File: src/design/dmwp_pkg.sv
// ----------------------------------------------------------------------------
// dmwp_pkg
// Shared types and constants for the DAG maximum weight path core.
// ----------------------------------------------------------------------------
package dmwp_pkg;

   localparam logic [1:0] REQ_CLEAR  = 2'd0;
   localparam logic [1:0] REQ_WEIGHT = 2'd1;
   localparam logic [1:0] REQ_EDGE   = 2'd2;
   localparam logic [1:0] REQ_SOLVE  = 2'd3;

   localparam logic signed [63:0] NO_PATH = -64'sd9999999999999;

   typedef enum logic [4:0] {
      OP_IDLE,
      OP_ACCEPT,
      OP_CLEAR,
      OP_EDGE_RD,
      OP_EDGE_WR,
      OP_INIT_RD,
      OP_INIT_WR,
      OP_WALK_CHK,
      OP_WALK_ROOT,
      OP_PUSH_ROOT,
      OP_TOP_RD,
      OP_TOP,
      OP_EDGE_FETCH,
      OP_VISIT,
      OP_PUSH,
      OP_REL_RD,
      OP_REL_NODE,
      OP_REL_LOAD,
      OP_REL_EDGE,
      OP_REL_FETCH,
      OP_REL_UPD,
      OP_FIN_RD,
      OP_FIN_CMP,
      OP_DONE
   } op_type;

   typedef struct packed {
      logic clr_last;
      logic edge_ok;
      logic edge_full;
      logic n_zero;
      logic i_last;
      logic visited;
      logic top_nil;
      logic push_ok;
      logic sp_last;
      logic u_ok;
      logic t_nil;
      logic j_ok;
   } stat_type;

endpackage

File: src/design/dmwp_ctrl.sv
// ----------------------------------------------------------------------------
// dmwp_ctrl
// Sequencer: load, clear, depth-first ordering, relaxation and sink scan.
// ----------------------------------------------------------------------------
module dmwp_ctrl
   import dmwp_pkg::*;
(
   input  logic       clock,
   input  logic       reset,
   input  logic       start,
   input  logic [1:0] req_type,
   input  stat_type   stat,
   output op_type     op,
   output logic       busy
);

   typedef enum logic [4:0] {
      ST_IDLE, ST_CLEAR, ST_EDGE_RD, ST_EDGE_WR, ST_INIT_RD, ST_INIT_WR,
      ST_WALK_CHK, ST_WALK_ROOT, ST_PUSH_ROOT, ST_TOP_RD, ST_TOP,
      ST_EDGE_FETCH, ST_VISIT, ST_PUSH, ST_REL_RD, ST_REL_NODE, ST_REL_LOAD,
      ST_REL_EDGE, ST_REL_FETCH, ST_REL_UPD, ST_FIN_RD, ST_FIN_CMP, ST_DONE
   } state_type;

   state_type state_ff;

   assign busy = (state_ff != ST_IDLE);

   always_comb begin
      unique case (state_ff)
         ST_IDLE:       op = start ? OP_ACCEPT : OP_IDLE;
         ST_CLEAR:      op = OP_CLEAR;
         ST_EDGE_RD:    op = OP_EDGE_RD;
         ST_EDGE_WR:    op = OP_EDGE_WR;
         ST_INIT_RD:    op = OP_INIT_RD;
         ST_INIT_WR:    op = OP_INIT_WR;
         ST_WALK_CHK:   op = OP_WALK_CHK;
         ST_WALK_ROOT:  op = OP_WALK_ROOT;
         ST_PUSH_ROOT:  op = OP_PUSH_ROOT;
         ST_TOP_RD:     op = OP_TOP_RD;
         ST_TOP:        op = OP_TOP;
         ST_EDGE_FETCH: op = OP_EDGE_FETCH;
         ST_VISIT:      op = OP_VISIT;
         ST_PUSH:       op = OP_PUSH;
         ST_REL_RD:     op = OP_REL_RD;
         ST_REL_NODE:   op = OP_REL_NODE;
         ST_REL_LOAD:   op = OP_REL_LOAD;
         ST_REL_EDGE:   op = OP_REL_EDGE;
         ST_REL_FETCH:  op = OP_REL_FETCH;
         ST_REL_UPD:    op = OP_REL_UPD;
         ST_FIN_RD:     op = OP_FIN_RD;
         ST_FIN_CMP:    op = OP_FIN_CMP;
         ST_DONE:       op = OP_DONE;
         default:       op = OP_IDLE;
      endcase
   end

   always_ff @(posedge clock) begin
      if (reset) begin
         state_ff <= ST_CLEAR;
      end else begin
         unique case (state_ff)
            ST_IDLE: begin
               if (start) begin
                  unique case (req_type)
                     REQ_CLEAR:  state_ff <= ST_CLEAR;
                     REQ_WEIGHT: state_ff <= ST_IDLE;
                     REQ_EDGE:   state_ff <= (stat.edge_ok && !stat.edge_full) ?
                                             ST_EDGE_RD : ST_IDLE;
                     default:    state_ff <= stat.n_zero ? ST_DONE : ST_INIT_RD;
                  endcase
               end
            end
            ST_CLEAR:      if (stat.clr_last) state_ff <= ST_IDLE;
            ST_EDGE_RD:    state_ff <= ST_EDGE_WR;
            ST_EDGE_WR:    state_ff <= ST_IDLE;
            ST_INIT_RD:    state_ff <= ST_INIT_WR;
            ST_INIT_WR:    state_ff <= stat.i_last ? ST_WALK_CHK : ST_INIT_RD;
            ST_WALK_CHK:   state_ff <= ST_WALK_ROOT;
            ST_WALK_ROOT: begin
               if (!stat.visited) state_ff <= ST_PUSH_ROOT;
               else state_ff <= stat.i_last ? ST_REL_RD : ST_WALK_CHK;
            end
            ST_PUSH_ROOT:  state_ff <= ST_TOP_RD;
            ST_TOP_RD:     state_ff <= ST_TOP;
            ST_TOP: begin
               if (!stat.top_nil) state_ff <= ST_EDGE_FETCH;
               else if (!stat.sp_last) state_ff <= ST_TOP_RD;
               else state_ff <= stat.i_last ? ST_REL_RD : ST_WALK_CHK;
            end
            ST_EDGE_FETCH: state_ff <= ST_VISIT;
            ST_VISIT:      state_ff <= stat.push_ok ? ST_PUSH : ST_TOP_RD;
            ST_PUSH:       state_ff <= ST_TOP_RD;
            ST_REL_RD:     state_ff <= ST_REL_NODE;
            ST_REL_NODE: begin
               if (stat.u_ok) state_ff <= ST_REL_LOAD;
               else state_ff <= stat.i_last ? ST_FIN_RD : ST_REL_RD;
            end
            ST_REL_LOAD:   state_ff <= ST_REL_EDGE;
            ST_REL_EDGE: begin
               if (!stat.t_nil) state_ff <= ST_REL_FETCH;
               else state_ff <= stat.i_last ? ST_FIN_RD : ST_REL_RD;
            end
            ST_REL_FETCH:  state_ff <= stat.j_ok ? ST_REL_UPD : ST_REL_EDGE;
            ST_REL_UPD:    state_ff <= ST_REL_EDGE;
            ST_FIN_RD:     state_ff <= ST_FIN_CMP;
            ST_FIN_CMP:    state_ff <= stat.i_last ? ST_DONE : ST_FIN_RD;
            ST_DONE:       state_ff <= ST_IDLE;
            default:       state_ff <= ST_IDLE;
         endcase
      end
   end

endmodule

File: config.mk
export PLATFORM = sky130hd
export DESIGN_NAME = dmwp_ctrl
export DESIGN_NICKNAME = d
export VERILOG_FILES = /design/src/design/dmwp_pkg.sv /design/src/design/dmwp_ctrl.sv
export SDC_FILE = /design/constraint.sdc
export NUM_CORES = 1
export LEC_CHECK = 0
export ABC_AREA = 1
export BUFFER_PORTS_ARGS = -buffer_cell sky130_fd_sc_hd__buf_2
export CORE_UTILIZATION = 54
export CTS_CLUSTER_DIAMETER = 80
export CTS_CLUSTER_SIZE = 10
export DETAILED_ROUTE_END_ITERATION = 8
export GPL_ROUTABILITY_DRIVEN = 0
export PLACE_DENSITY_LB_ADDON = 0.15
export RECOVER_POWER = 25
export SKIP_CTS_REPAIR_TIMING = 1
export SYNTH_ARGS = -nofsm -noshare
export SYNTH_HDL_FRONTEND = slang
export SYNTH_SLANG_ARGS = --single-unit
File: constraint.sdc
create_clock -name clock -period 2.4 [get_ports clock]
set_input_delay 0.36 -clock clock [delete_from_list [all_inputs] [get_ports clock]]
set_output_delay 0.36 -clock clock [all_outputs]
set_load 0.01 [all_outputs]
==> results.md <==
* Status: finished clean
* Final #Nets at 190
* Placed instance count at ~180
* Largest fanout on the critical path at 9
* Peak VDD IR at approximately 0.25 mV
* RSZ-0062 raised after global routing: no
* Final hold viol count at 0
* Vias/cell at approximately 5.6
* CP Launch Type: flip-flop
* Setup crit end kind: output pin
* CTS Buf Count at 3
* Syn avg cell area at roughly 5.2 sq um
* Fin. max-slew vios at 0
* Die Span Y at just under 40 microns
* Congestion Overflow GR at 0
* Post-synth top flop: dfxtp_1
* Largest cells by area after synthesis: nand2_1 19%, nor2_1 14%, dfxtp_1 13%
* Worst hold path depth at 2
* Synthesized-area fraction occupied by and/or/nand/nor cells at between 60% and 70%
* Initial Util at 58.7%
* Synth Area in XOR/XNOR at 0%
* Num rows at 13
* Largest net degree at the start of global routing at 10
* I/O Pins at 23
* Clock tree buffer depth at 2
* CTS tree: built
* Critical path type: reg2out
* Clk_lat worst skew at between 0.2 and 0.25 ns
* First-pass GRT wire length at 3350 microns
* Seq cells post-synth at 5
* Final std cells w/o fill at 187
* CTS H-tree lvls at 1
* Distinct cell type count after synthesis at 24
* Worst reg2reg path depth at 9
* Hold Path Sink: state_ff[2]
* Synth Area in Adders at 0%
* Clk slew on worst S/H paths at about 0.050 ns
* Slew @ Worst Pin at between 0.4 and 0.5 ns
* Final ANT Viol Nets at 0
* Leak pwr at ~0.51 nW
* Mapped Cells at 148
* Max-cap violations at 0
* Reg2reg start: state_ff[4]
* First DRT Iteration DRCs at 48
* Largest family of logic cells by synthesized area: simple AND/OR/NAND/NOR gates
* Initial antenna violation count at 0
* Worst Skew at around 0.0023 ns
* Detailed Routing Iterations Pass 1 at 4
* Area of the multi-input gates at roughly 570 sq um
* Final Util at 69.5%
* Sequential Area at approximately 100 sq um
* Biggest regs: state_ff: 5 flops
* Ys Warns at 0
* Post-synth EDFFs at 0
* Final min period at between 2 and 2.5 ns
* Period utilisation layout at between 90 and 100%
* Die W at 39.6 microns
* Antenna Cells at 0
* Gr usage total at a little under a third
* Reg-to-reg setup timing slack at 0.80 ns
* Post-synthesis compound-gate area fraction at a little under a tenth
* Cell area after synthesis at roughly 760 sq um
* Layout filler cell count at about 140
* Pwr Density at between 300 and 400 nW/um^2
* Core box area at between 1000 and 1500 sq um
* Critical R2R Capture: state_ff[0]
* Vias at 1,048
* Worst EP required at a little over 2 ns
* Post-synthesis sequential area ratio at approximately an eighth
* Rel. slew slack at a little over two thirds
* Area delta synth->final at 18.3%
* Vias in the first global route at between 800 and 900
* Area leader, netlist: nand2_1
* DRT Wirelength at approximately 2200 microns
* Port Buffer Count at 22
* Arrival time at the worst endpoint at ~1.9 ns
* Die Area at approximately 1600 sq um
* Max Clock Freq at approximately 0.44 GHz
* Multiplexer share of the synthesized area at 0%
* HP Class: in2reg
* Largest Register: state_ff
* Hold_sp: reset
* Total power at ~0.29 mW
* Syn Nets at around 170
* Asr flop ratio synth at 0%
* Max reg flops at 5
* Hpwl dp at 1780 microns
* Final setup vio count at 0
* WHS at between 0.3 and 0.4 ns
* Clock Sinks at 5
* Final setup TNS at 0 ns
* Root Driver: clkbuf_4
* Most instantiated cells after synthesis: 38 x nand2_1, 29 x nor2_1, 17 x inv_1, 17 x nand3_1, 6 x nor3_1
* Layout cells sized above 1 at a little over a fifth
* Avg WL per Cell at about 12 microns
* Area fraction of the dominant cell type after synthesis at between 10% and 20%
* Top-count cell post-synth: nand2_1
* # DRC at 0
* CP startpoint: state_ff[4]
## cells in the final DEF (no fill, tap or decap)
cell      instances
a211oi_1          1
a21oi_1           3
a22oi_1           1
buf_2            22
clkbuf_1          1
clkbuf_4          3
clkinv_1          1
dfxtp_1           5
inv_1            17
inv_2             3
nand2_1          39
nand2_2           1
nand3_1          17
nand3_2           1
nand3b_1          2
nand4_1           5
nor2_1           29
nor2_2            3
nor2_4            3
nor2b_1           1
nor3_1            6
nor3_2            1
o21ai_0           5
o21ai_1           1
o311ai_0          1
## cell families (layout without fill, tap and decap cells)
| family | after synthesis | in the layout |
|---|---|---|
| buffers and inverters | 23 | 47 |
| DFF | 5 | 5 |
| and+or+nand+nor | 108 | 108 |
| AOI/OAI and AO/OA | 12 | 12 |
## layer usage
metal,part of all wire (%),GRT usage [%]
met5,0,0
met3,11,8.52
met2,45,50.0
met4,2.0,9.48
met1,42,40.9
## stage by stage
step	cell area, sq um	worst slack, ns
global placement	881	0.571
CTS	907	0.280
finish	905	0.132
global route	905	0.0906
floorplan	764	0.829
detailed placement	881	0.544
## worst max-delay path, cell delays in order (launching register included)
cell,delay (ns)
dfxtp_1,0.57
inv_2,0.13
nand2_1,0.22
nor2_2,0.09
nor3_1,0.36
nand3_1,0.13
buf_2,0.16
## area by class of cell
class / count / share of cell area (%)
multi-input combinational: 120 / 63.1
sequential: 5 / 11.1
inverter: 21 / 8.71
timing repair buffer: 22 / 12.2
clock buffer: 4 / 2.90
tap: 15 / 2.07
## worst max-delay path by stage
stage,to,depth (start not counted)
after floorplan,op[2],7
after global placement,op[2],6
after detailed placement,op[2],7
after CTS,op[3],7
after global routing,op[2],6
final,op[3],6
## power breakdown
part,switching [mW],total [mW],internal (mW)
registers,0.00974,0.0968,0.0871
clock network,0.0360,0.0989,0.0630
logic,0.0591,0.0952,0.0362
total,0.105,0.291,0.186
(Power assumes the default switching activity.)
